`config.mk`:
```
export PLATFORM = sky130hd
export DESIGN_NAME = ptma_pool
export DESIGN_NICKNAME = d
export VERILOG_FILES = /design/src/ptma_pkg.sv /design/src/ptma_pool.sv
export SDC_FILE = /design/constraint.sdc
export NUM_CORES = 1
export LEC_CHECK = 0
export BUFFER_PORTS_ARGS = -buffer_cell sky130_fd_sc_hd__buf_2
export CORE_MARGIN = 8
export CORE_UTILIZATION = 45
export DETAILED_ROUTE_END_ITERATION = 10
export PLACE_DENSITY = 0.67
export SETUP_SLACK_MARGIN = 0.02
export SYNTH_ARGS = -nofsm -noshare
export SYNTH_HDL_FRONTEND = slang
export SYNTH_SLANG_ARGS = --single-unit
export TNS_END_PERCENT = 100
```
`constraint.sdc`:
```
create_clock -name clk -period 2.9 [get_ports clk]
set_input_delay 0.145 -clock clk [delete_from_list [all_inputs] [get_ports clk]]
set_output_delay 0.145 -clock clk [all_outputs]
set_load 0.1 [all_outputs]
```
`src/ptma_pkg.sv`:
```
// Shared constants, codes and types for the page table map and allocate block.
package ptma_pkg;

  localparam int PROCESSES_DEF  = 3;
  localparam int ENTRIES_DEF    = 4096;
  localparam int PHYS_PAGES_DEF = 4096;

  localparam int PROC_W  = 2;
  localparam int VPAGE_W = 20;
  localparam int FRAME_W = 12;
  localparam int CFG_W   = 13;
  localparam int CNT_W   = 32;
  localparam int USED_W  = 13;

  localparam logic [CFG_W-1:0] TOTAL_RESET  = 13'd4096;
  localparam logic [CFG_W-1:0] SYSTEM_RESET = 13'd0;

  typedef enum logic {
    REG_TOTAL  = 1'b0,
    REG_SYSTEM = 1'b1
  } reg_index_t;

  typedef enum logic [1:0] {
    OUT_HIT    = 2'd0,
    OUT_MAPPED = 2'd1,
    OUT_FAULT  = 2'd2,
    OUT_RANGE  = 2'd3
  } outcome_t;

  typedef struct packed {
    logic               valid;
    logic [FRAME_W-1:0] frame;
  } entry_t;

  typedef struct packed {
    logic             avail;
    logic [CFG_W-1:0] page;
  } pool_status_t;

endpackage

```
`src/ptma_pool.sv`:
```
// Free page pool: configuration registers and the highest-first page pointer.
module ptma_pool #(
  parameter int PHYS_PAGES = ptma_pkg::PHYS_PAGES_DEF
) (
  input  logic                         clk,
  input  logic                         rst,
  input  logic                         cfg_write,
  input  logic                         cfg_index,
  input  logic [ptma_pkg::CFG_W-1:0]   cfg_data,
  input  logic                         take,
  output ptma_pkg::pool_status_t       status
);

  localparam int CFG_W = ptma_pkg::CFG_W;
  localparam int RESET_EFF = (int'(ptma_pkg::TOTAL_RESET) > PHYS_PAGES) ?
                             PHYS_PAGES : int'(ptma_pkg::TOTAL_RESET);

  logic [CFG_W-1:0] total_pages;
  logic [CFG_W-1:0] system_pages;
  logic [CFG_W-1:0] free_next;
  logic             pool_empty;

  logic [CFG_W-1:0] total_new;
  logic [CFG_W-1:0] system_new;
  logic [CFG_W-1:0] eff;

  always_comb begin
    total_new  = total_pages;
    system_new = system_pages;
    if (cfg_index == ptma_pkg::REG_TOTAL) begin
      total_new = cfg_data;
    end else begin
      system_new = cfg_data;
    end
    // totals beyond the physical memory are clipped to it
    if (32'(total_new) > 32'(PHYS_PAGES)) begin
      eff = CFG_W'(PHYS_PAGES);
    end else begin
      eff = total_new;
    end
  end

  always_ff @(posedge clk) begin
    if (rst) begin
      total_pages  <= ptma_pkg::TOTAL_RESET;
      system_pages <= ptma_pkg::SYSTEM_RESET;
      free_next    <= (RESET_EFF == 0) ? '0 : CFG_W'(RESET_EFF - 1);
      pool_empty   <= (RESET_EFF == 0);
    end else if (cfg_write) begin
      total_pages  <= total_new;
      system_pages <= system_new;
      free_next    <= (eff == '0) ? '0 : eff - 1'b1;
      pool_empty   <= (eff == '0);
    end else if (take) begin
      if ((free_next == '0) || (free_next == system_pages)) begin
        pool_empty <= 1'b1;
      end else begin
        free_next <= free_next - 1'b1;
      end
    end
  end

  assign status.avail = !pool_empty && (free_next >= system_pages);
  assign status.page  = free_next;

endmodule

```
==> Yosys cells after proc, flatten, opt, wreduce, memory -nomap -nowiden <==
Index checks and enable logic that the tools add are counted.
{ "totals": {"reg_bits": 40, "latch_bits": 0, "mem_bits_rw": 0, "rom_bits": 0, "input_bits": 18, "out_inout_bits": 14, "elab_cells": 29, "n_memories": 0} }
{ "op_classes": {"addsub": 2, "n_mul": 0, "div_mod_pow": 0, "magnitude_cmp": 2, "eq_ne": 2, "shift": 0, "mux": 9, "bitwise_logic": 0, "reduce_logical": 10} }
{ "op_table": {"columns": ["op", "count"], "rows": [
  ["$mux W13", 6],
  ["$logic_not A13 Y1", 2],
  ["$sub A13 B1 Y13 const B", 2],
  ["$eq A13 B13 Y1", 1],
  ["$ge A13 B13 Y1", 1],
  ["$gt A13 B13 Y1 const B", 1],
  ["$reduce_and A2 Y1", 3],
  ["$reduce_bool A2 Y1", 2],
  ["$mux W1", 3],
  ["$ne A2 B2 Y1 const B", 1],
  ["$logic_and A1 B1 Y1", 1],
  ["$logic_not A1 Y1", 1],
  ["$logic_or A1 B1 Y1", 1]
]} }

==> Logic depth before layout (Yosys ltp) <==
Gate-level depths: netlist of run 1.
{ "depth": {"depth_word": 6, "depth_mapped": 12, "ltp_nobuf": 11} }

==> Worst setup path after synthesis of run 1 <==
OpenSTA, ideal clock, no wires.
{ "synth_path": {"kind": "reg2out", "start": "register free_next[0]", "end": "output status[13] in the netlist's numbering", "arrival_ns": 3.514, "required_ns": 2.755, "path_slack_ns": -0.759, "stages_incl_launch_ff": 10, "n_path_buf": 0, "path_cell_list": "dfxtp_1 inv_1 ha_1 nor2b_1 o21a_1 o21a_1 o211ai_1 a31oi_1 o31ai_1 a21oi_1"} }
{ "synth_rtl": {"columns": ["element", "line_no", "text"], "rows": [
  ["start, declared", "ptma_pool.sv:20", "logic [CFG_W-1:0] free_next;"],
  ["start signal, assigned", "ptma_pool.sv:47", "free_next <= (RESET_EFF == 0) ? '0 : CFG_W'(RESET_EFF - 1);"],
  ["start signal, assigned", "ptma_pool.sv:52", "free_next <= (eff == '0) ? '0 : eff - 1'b1;"],
  ["start signal, assigned", "ptma_pool.sv:58", "free_next <= free_next - 1'b1;"],
  ["end, declared", "ptma_pool.sv:11", "output ptma_pkg::pool_status_t status"]
]} }

==> results of run 1 <==
[cell usage in the layout (no fill, tap or decap), types with 4 or more instances in the layout]
cell type | netlist | layout
nand2_1 | 61 | 61
a21oi_1 | 40 | 39
buf_2 | 1 | 31
dfxtp_1 | 40 | 27
inv_1 | 20 | 20
nor2_1 | 19 | 19
nor3_1 | 17 | 17
ha_1 | 16 | 16
o21ai_0 | 11 | 11
xnor2_1 | 10 | 10
o211ai_1 | 8 | 8
dfxtp_2 | 0 | 7
buf_4 | 2 | 7
nor4_1 | 7 | 6
mux2_2 | 6 | 6
mux2i_1 | 6 | 6
dfxtp_4 | 0 | 6
o21a_1 | 5 | 5
nand3_1 | 5 | 5
xor2_1 | 5 | 5
clkbuf_8 | 0 | 5
or4_1 | 4 | 4
and4_1 | 4 | 4
o22ai_1 | 4 | 4
[metal layers]
layer	vias up	wire length (um)	GRT usage
li1	1306	-	-
met1	1222	3578	0.2484
met2	99	3532	0.2795
met3	19	542	0.04045
met4	0	199	0.08054
met5	-	0	0
[synth_stat cells, types with 2 or more instances]
master and instances:
a21oi_1 40, a221o_1 3, a22oi_1 2, a31oi_1 2, and2_1 2, and4_1 4, buf_1 2, buf_4 2
clkbuf_1 9, dfxtp_1 40, ha_1 16, inv_1 20, mux2_2 6, mux2i_1 6, nand2_1 61, nand2b_1 2
nand3_1 5, nor2_1 19, nor2b_1 3, nor3_1 17, nor3b_1 3, nor4_1 7, o211ai_1 8, o21a_1 5
o21ai_0 11, o221ai_1 3, o22ai_1 4, o31a_1 2, o31ai_1 3, or3_1 3, or4_1 4, xnor2_1 10
xor2_1 5
[logic make-up after synthesis]
kind of cell / after synthesis / share of synthesized area
buffers and inverters: 36 / 0.05718
DFF: 40 / 0.3025
AOI/OAI and AO/OA: 93 / 0.2235
and+or+nand+nor: 135 / 0.2434
adders and majority gates: 16 / 0.07561
xor gates and xnor gates: 15 / 0.04962
muxes: 12 / 0.04820
[critical path, stage by stage (launching register included)]
cell	delay (ps)
dfxtp_4	370
ha_1	300
and4_1	250
a2111oi_0	560
a31oi_1	170
o31ai_1	300
a21oi_2	80
buf_2	290
[metrics by stage]
| step | cell area, um^2 | setup slack [ps] | total power [mW] | util | std cells |
|---|---|---|---|---|---|
| 2_1_floorplan | 2683 | 31.67 | 0.9999 | - | 347 |
| 3_3_place_gp | 2912 | 131.2 | 1.113 | 0.5006 | 445 |
| 3_5_place_dp | 2912 | 33.59 | 1.120 | 0.5006 | 445 |
| 4_1_cts | 3018 | 113.5 | 1.577 | 0.5189 | 453 |
| 5_1_grt | 3024 | 66.48 | 1.651 | 0.5200 | 453 |
| 6_report | 3024 | 120.3 | 1.573 | 0.5200 | 453 |
[power by group]
group / switching, mW / internal, mW
clock: 0.207 / 0.251
combinational: 0.341 / 0.145
sequential: 0.0430 / 0.586
[flip-flops by register name, indices dropped and copies added (netlist names)]
| register | count |
|---|---|
| system_pages | 13 |
| pool_empty | 1 |
| free_next | 13 |
| total_pages | 13 |
[worst paths after layout]
kind	from	endpoint	slack [ps]	cells past startpoint
setup reg to reg	total_pages[3]	free_next[11]	270	11
hold reg to reg	system_pages[1]	system_pages[1]	460	2
hold / removal	cfg_data[11]	system_pages[11]	130	3
setup / recovery	free_next[6]	status[13]	120	7
[final cells by class]
class / count / area [um^2] / share of cell area
multi-input cells: 271 / 1705 / 0.5639
flip-flops and latches: 40 / 832.0 / 0.2751
repair buffers: 38 / 207.7 / 0.06868
well taps: 75 / 93.84 / 0.03103
inverters: 21 / 78.83 / 0.02607
clock buffers: 5 / 68.82 / 0.02276
clock inverters: 3 / 37.54 / 0.01241
==> metrics.yaml, run 1 <==
clock_tree:
  hold_buffers: 0
  clock_latency_ps: 300
  root_buffer: "clkbuf_8"
  htree_levels: 2
  cts.repair.resized: 0
  cts_tree: "built"
  clk_pin_slew_worst_paths_ps: 90
  clkSinkCount: 40
  clock_path_buffers: 2
  cts_buffers: 5
  postCtsSetupRepairBufs: 0
placed_design:
  port_buffers: 31
  post-dp-hpwl_um: 5918
  gp_congestion: 0.9577
worst_setup_path:
  path_max_fanout: 5
  cp-start-kind: "flop"
  worst-endpoint-arrival_ps: 2630
  path_class: "reg2out"
  cp-end-kind: "output port"
  required_ps: 2760
drt:
  via_count: 2646
  ant_nets: 0
  first_iter_violations: 231
  vias_per_cell: 5.841
  drt_wl_total_um: 7852
  drc_errors: 0
  drt-pass1-iter-count: 5
  wl_per_cell_um: 17.33
timing:
  setup_viol: 0
  finClkSkew_ps: 7.645
  fmax_ghz: 0.3597
  rsz0062_at_grt: "no"
  hold_violations: 0
  slew_headroom: 0.5630
  worstMarginPinSlew_ps: 653.1
  finalCritPeriodShare: 0.9585
  fin_setup_tns_ps: 0
  finalWorstPathRequiredPeriod_ps: 2780
  holdWs_ps: 128.7
  slew_violations: 0
pwr:
  powerDensity_mw_per_mm2: 520.0
  p_leak_nw: 1.130
  ir_worst_vdd_mv: 0.3075
floorplan:
  start_util: 0.4552
  dieArea_mm2: 0.008594
  die_w_um: 92.71
  std_cell_rows: 28
  io_pins: 32
  die_h_um: 92.71
  core_mm2: 0.005816
yosys:
  synthTopCellsByArea: "dfxtp_1 30%, nand2_1 8.6%, a21oi_1 7.6%"
  yosys_warnings: 0
  synthesis.nets: 381
  avgSynthCellArea_um2: 7.630
  synth.distinct_cells: 51
  synth_top_area_frac: 0.3025
  synth_cells: 347
  synth_largest_area_cell: "dfxtp_1"
  ys_ff_latch: 40
  async_flop_share: 0
  ys.flop_type: "dfxtp_1"
  synth-edff-count: 0
  synth_area_mm2: 0.002648
  synth-seq-area-share: 0.3025
grt:
  gr-usage-all-layers: 0.1856
  grt_pass1_vias: 2513
  grt_antenna_before_repair: 0
  grt_max_degree: 36
  grt_pass1_wl_um: 12700
  overflow: 0
cells_and_area:
  areaGrowthSynthToFinish_pct: 14.22
  fin_nets: 411
  fill_cells: 591
  drive_gt1_frac: 0.1825
  antenna_cells: 0
run_status:
  status: "complete, no violations"
worst_hold_path:
  worstHoldPathType: "in2reg"
flow_run:
  cap_violations: 0
No activity file was read; power rests on OpenSTA's default activity.
==> run 2: changes to the inputs <==
--- a/config.mk
+++ b/config.mk
@@ -7,9 +7,9 @@
 export LEC_CHECK = 0
 export BUFFER_PORTS_ARGS = -buffer_cell sky130_fd_sc_hd__buf_2
 export CORE_MARGIN = 8
-export CORE_UTILIZATION = 45
+export CORE_UTILIZATION = 35
 export DETAILED_ROUTE_END_ITERATION = 10
-export PLACE_DENSITY = 0.67
+export PLACE_DENSITY = 0.56
 export SETUP_SLACK_MARGIN = 0.02
 export SYNTH_ARGS = -nofsm -noshare
 export SYNTH_HDL_FRONTEND = slang
==> run 2 against run 1 <==
Highest routed layer unchanged. First-iteration DRC count down 28%. Total power is 3.9% higher. Hold slack got worse by 1.9 ps. Count of clock-buffer cells in the layout is 2 higher. Non-clock buffer count up 5. Register-to-register slack improved by 80 ps. Flip-flop and latch count unchanged. Clock power rose by 11%. Combinational power rose by 1%. Cell area up 2.9%. Global-route usage fell by 2.3 points. Cell count is 6.4% higher. Critical endpoint is now free_next[11].
==> metrics.yaml, run 2 (synthesized netlist as in run 1, its figures left out) <==
run_status:
  status: "complete, no violations"
drt:
  ant_nets: 0
  drt_wl_total_um: 8310
  via_count: 2677
  drt-pass1-iter-count: 5
  vias_per_cell: 5.554
  wl_per_cell_um: 17.24
  first_iter_violations: 166
  drc_errors: 0
timing:
  timing.final.ws_setup_ps: 283.4
  finalCritPeriodShare: 0.9023
  fmax_ghz: 0.3822
  fin_setup_tns_ps: 0
  slew_headroom: 0.5408
  slew_violations: 0
  worstMarginPinSlew_ps: 686.2
  rsz0062_at_grt: "no"
  finClkSkew_ps: 3.169
  setup_viol: 0
  finalWorstPathRequiredPeriod_ps: 2617
  hold_violations: 0
placed_design:
  post-place-ws_ps: 6.969
  post-dp-hpwl_um: 6347
  gp_congestion: 0.9002
  port_buffers: 31
floorplan:
  io_pins: 32
  std_cell_rows: 31
  start_util: 0.3631
  die_h_um: 103.0
  die_w_um: 103.0
  dieArea_mm2: 0.01060
  core_mm2: 0.007292
cells_and_area:
  drive_gt1_frac: 0.1984
  final_common_cell: "nand2_1"
  antenna_cells: 0
  most-common-layout-cells: "61 x nand2_1, 39 x a21oi_1, 31 x buf_2"
  areaGrowthSynthToFinish_pct: 17.53
  fin_nets: 416
  reg.largest.list: "free_next (13), system_pages (13), total_pages (13)"
worst_setup_path:
  path_max_fanout: 4
  path_class: "in2reg"
  cp-start-kind: "input pin"
  required_ps: 3140
  worst-endpoint-arrival_ps: 2860
  reg2regPathDepth: 11
  cp-end-kind: "flop"
grt:
  grt_pass1_wl_um: 13410
  grt_antenna_before_repair: 0
  grt_max_degree: 36
  overflow: 0
  gr-usage-all-layers: 0.1624
  grt_pass1_vias: 2504
clock_tree:
  htree_levels: 2
  clkSinkCount: 40
  cts_tree: "built"
  cts.repair.resized: 0
  postCtsSetupRepairBufs: 0
  hold_buffers: 0
  clock_latency_ps: 300
  clock_path_buffers: 2
  cts_buffers: 5
  clk_pin_slew_worst_paths_ps: 80
  root_buffer: "clkbuf_8"
worst_hold_path:
  worstHoldPathType: "in2reg"
  hold_depth: 3
pwr:
  p_leak_nw: 1.165
  ir_worst_vdd_mv: 0.2750
  powerDensity_mw_per_mm2: 524.9
flow_run:
  cap_violations: 0
## run 2: cell types whose count changed in the layout (fill, tap and decap cells not counted)
cell and change:
clkbuf_8 +2, buf_4 +5, clkinv_1 -2
## run 2: routing by layer
metal / vias to the layer above / GRT usage / routed length, um
met5: - / 0 / 0
met4: 0 / 0.04227 / 83
met3: 9 / 0.02903 / 578
met2: 96 / 0.2600 / 3723
met1: 1255 / 0.2180 / 3925
li1: 1317 / - / -
## run 2: report_power, final
group	switching, mW	internal, mW	leakage [nW]	total, mW
clock network	0.206	0.304	0.0645	0.510
registers	0.0468	0.586	0.328	0.633
logic	0.341	0.150	0.772	0.491
## run 2: worst paths after layout
check | endpoint | slack [ps] | startpoint
max | free_next[11] | 280 | cfg_data[8]
min | total_pages[1] | 130 | cfg_data[1]
max reg2reg | free_next[11] | 350 | total_pages[3]
min reg2reg | system_pages[6] | 460 | system_pages[6]
## run 2: layout make-up
| type | count | area [um^2] |
|---|---|---|
| fillers | 781 | 4180 |
| multi-input cells | 271 | 1705 |
| inverters | 21 | 78.83 |
| clock buffers | 7 | 96.34 |
| well taps | 99 | 123.9 |
| clock inverters | 1 | 30.03 |
| flip-flops and latches | 40 | 832.0 |
| repair buffers | 43 | 245.2 |
## run 2: worst max-delay path, cell delays in order
cell and delay (ps):
buf_2 100, or4_1 590, or3b_1 420, a211oi_2 260
or2_1 190, nand2_1 120, ha_1 200, nand3b_1 100
o21ai_0 110, a2111o_1 380, o211ai_1 90, o31a_1 150
## run 2: per-stage QoR
step	instances	cell area, um^2	utilization	power (mW)	hold WS (ps)
finish	482	3112	0.4267	1.633	126.8
floorplan	347	2683	-	0.9999	281.0
CTS	482	3105	0.4259	1.640	119.5
global placement	474	2979	0.4085	1.127	437.2
detailed placement	474	2979	0.4085	1.132	439.5
global route	482	3112	0.4267	1.709	126.1
==> run 3: changes to the inputs <==
--- a/config.mk
+++ b/config.mk
@@ -6,10 +6,11 @@
 export NUM_CORES = 1
 export LEC_CHECK = 0
 export BUFFER_PORTS_ARGS = -buffer_cell sky130_fd_sc_hd__buf_2
+export CAP_MARGIN = 20
 export CORE_MARGIN = 8
-export CORE_UTILIZATION = 35
+export CORE_UTILIZATION = 58
 export DETAILED_ROUTE_END_ITERATION = 10
-export PLACE_DENSITY = 0.56
+export PLACE_DENSITY = 0.83
 export SETUP_SLACK_MARGIN = 0.02
 export SYNTH_ARGS = -nofsm -noshare
 export SYNTH_HDL_FRONTEND = slang
==> run 3 against run 2 <==
Maximum frequency is 1.2% lower. Flip-flop and latch count stayed put. Cell area is 3.3% lower. Utilization is 26 points higher. Setup slack worse by 32 ps. First-iteration DRC count is 14% higher. Sequential power hardly changed. Critical path depth is 4 lower. Critical endpoint is now status[13].
==> metrics.yaml, run 3 (synthesized netlist as in run 1, its figures left out) <==
run_status:
  status: "complete, no violations"
cells_and_area:
  post-route-util: 0.6861
  reg.largest.list: "free_next (13), system_pages (13), total_pages (13)"
  antenna_cells: 0
  fill_cells: 393
  fin_nets: 416
  areaGrowthSynthToFinish_pct: 13.61
  stdcell_area_mm2: 0.003008
  drive_gt1_frac: 0.1958
  final_common_cell: "nand2_1"
  most-common-layout-cells: "61 x nand2_1, 39 x a21oi_1, 31 x buf_2"
  final_cells: 435
timing:
  rsz0062_at_grt: "no"
  finalWorstPathRequiredPeriod_ps: 2648
  setup_viol: 0
  fin_setup_tns_ps: 0
  hold_violations: 0
  finalCritPeriodShare: 0.9132
  fmax_ghz: 0.3776
  holdWs_ps: 120.3
  slew_violations: 0
  worstMarginPinSlew_ps: 648.3
  finClkSkew_ps: 5.548
  timing.final.ws_setup_ps: 251.7
  slew_headroom: 0.5662
placed_design:
  port_buffers: 31
  dp.cells: 427
  place_area_mm2: 0.002920
  gp_congestion: 0.9514
  post-place-ws_ps: 88.76
  post-dp-hpwl_um: 5903
clock_tree:
  cts_buffers: 5
  hold_buffers: 0
  clock_path_buffers: 2
  clk_pin_slew_worst_paths_ps: 80
  clock_latency_ps: 300
  htree_levels: 2
  cts.repair.resized: 0
  clkSinkCount: 40
  cts_tree: "built"
  root_buffer: "clkbuf_8"
  postCtsSetupRepairBufs: 0
drt:
  drt_wl_total_um: 7666
  vias_per_cell: 6.149
  wl_per_cell_um: 17.62
  drc_errors: 0
  ant_nets: 0
  drt-pass1-iter-count: 4
  via_count: 2675
  first_iter_violations: 189
pwr:
  p_leak_nw: 1.147
  p_total_mw: 1.499
  powerDensity_mw_per_mm2: 498.3
  ir_worst_vdd_mv: 0.2690
floorplan:
  start_util: 0.6039
  std_cell_rows: 24
  die_h_um: 83.56
  dieArea_mm2: 0.006982
  core_mm2: 0.004384
  io_pins: 32
  die_w_um: 83.56
worst_hold_path:
  worstHoldPathType: "in2reg"
worst_setup_path:
  cp-end-kind: "output port"
  critical_path_buf_inv_count: 2
  cp-start-kind: "flop"
  cp_cell_sequence: "inv_1, ha_1, and4_1, a2111oi_0, a31oi_1, o31ai_1, a21oi_2, buf_2"
  required_ps: 2760
  path_max_fanout: 3
  slowest_delay_ps: 440
  path_class: "reg2out"
  crit_family: "compound AO/OA/AOI/OAI gates"
  crit_slowest_cell: "a2111oi_0"
  worst-endpoint-arrival_ps: 2500
grt:
  overflow: 0
  grt_pass1_wl_um: 12790
  gr-usage-all-layers: 0.2182
  grt_pass1_vias: 2676
  grt_antenna_before_repair: 0
  grt_max_degree: 36
flow_run:
  cap_violations: 0
## run 3: changes by cell type in the layout (fill, tap and decap cells not counted), sizes merged
cell,previous run,this run
clkbuf,7,5
bufinv,1,0
clkinv,1,4
## run 3: routing by layer
| layer | part of all wire | vias up | global-route usage |
|---|---|---|---|
| met5 | 0 | - | 0 |
| met2 | 0.47 | 99 | 0.3572 |
| met3 | 0.058 | 21 | 0.04688 |
| met1 | 0.45 | 1240 | 0.2656 |
| li1 | - | 1315 | - |
| met4 | 0.029 | 0 | 0.09733 |
## run 3: worst reg2reg max path, stage by stage (launching register included)
cell and delay, ps:
dfxtp_4 370, ha_1 330, and4_1 210, and4_1 230, a311oi_1 370, nand3_1 250, nor3_1 280, xor2_1 110
a221o_1 340
## run 3: worst paths after layout
path	from	endpoint	slack [ps]	depth (start not counted)
worst min register to register	system_pages[9]	system_pages[9]	460	2
worst max register to register	free_next[10]	free_next[10]	300	8
worst min-delay path	cfg_data[1]	system_pages[1]	120	3
worst max-delay path	system_pages[7]	status[13]	250	8
## run 3: power breakdown
| part | total [mW] | internal [mW] | switching (mW) |
|---|---|---|---|
| Clock | 0.378 | 0.168 | 0.210 |
| Sequential | 0.632 | 0.586 | 0.0458 |
| Combinational | 0.489 | 0.151 | 0.339 |
## run 3: layout make-up
cell class | instances | area [um^2] | share of cell area
clock buffers | 5 | 68.82 | 0.02288
clock inverters | 3 | 18.77 | 0.006240
inverters | 21 | 78.83 | 0.02621
multi-input cells | 271 | 1699 | 0.5649
flip-flops and latches | 40 | 832.0 | 0.2766
well taps | 52 | 65.06 | 0.02163
repair buffers | 43 | 245.2 | 0.08153
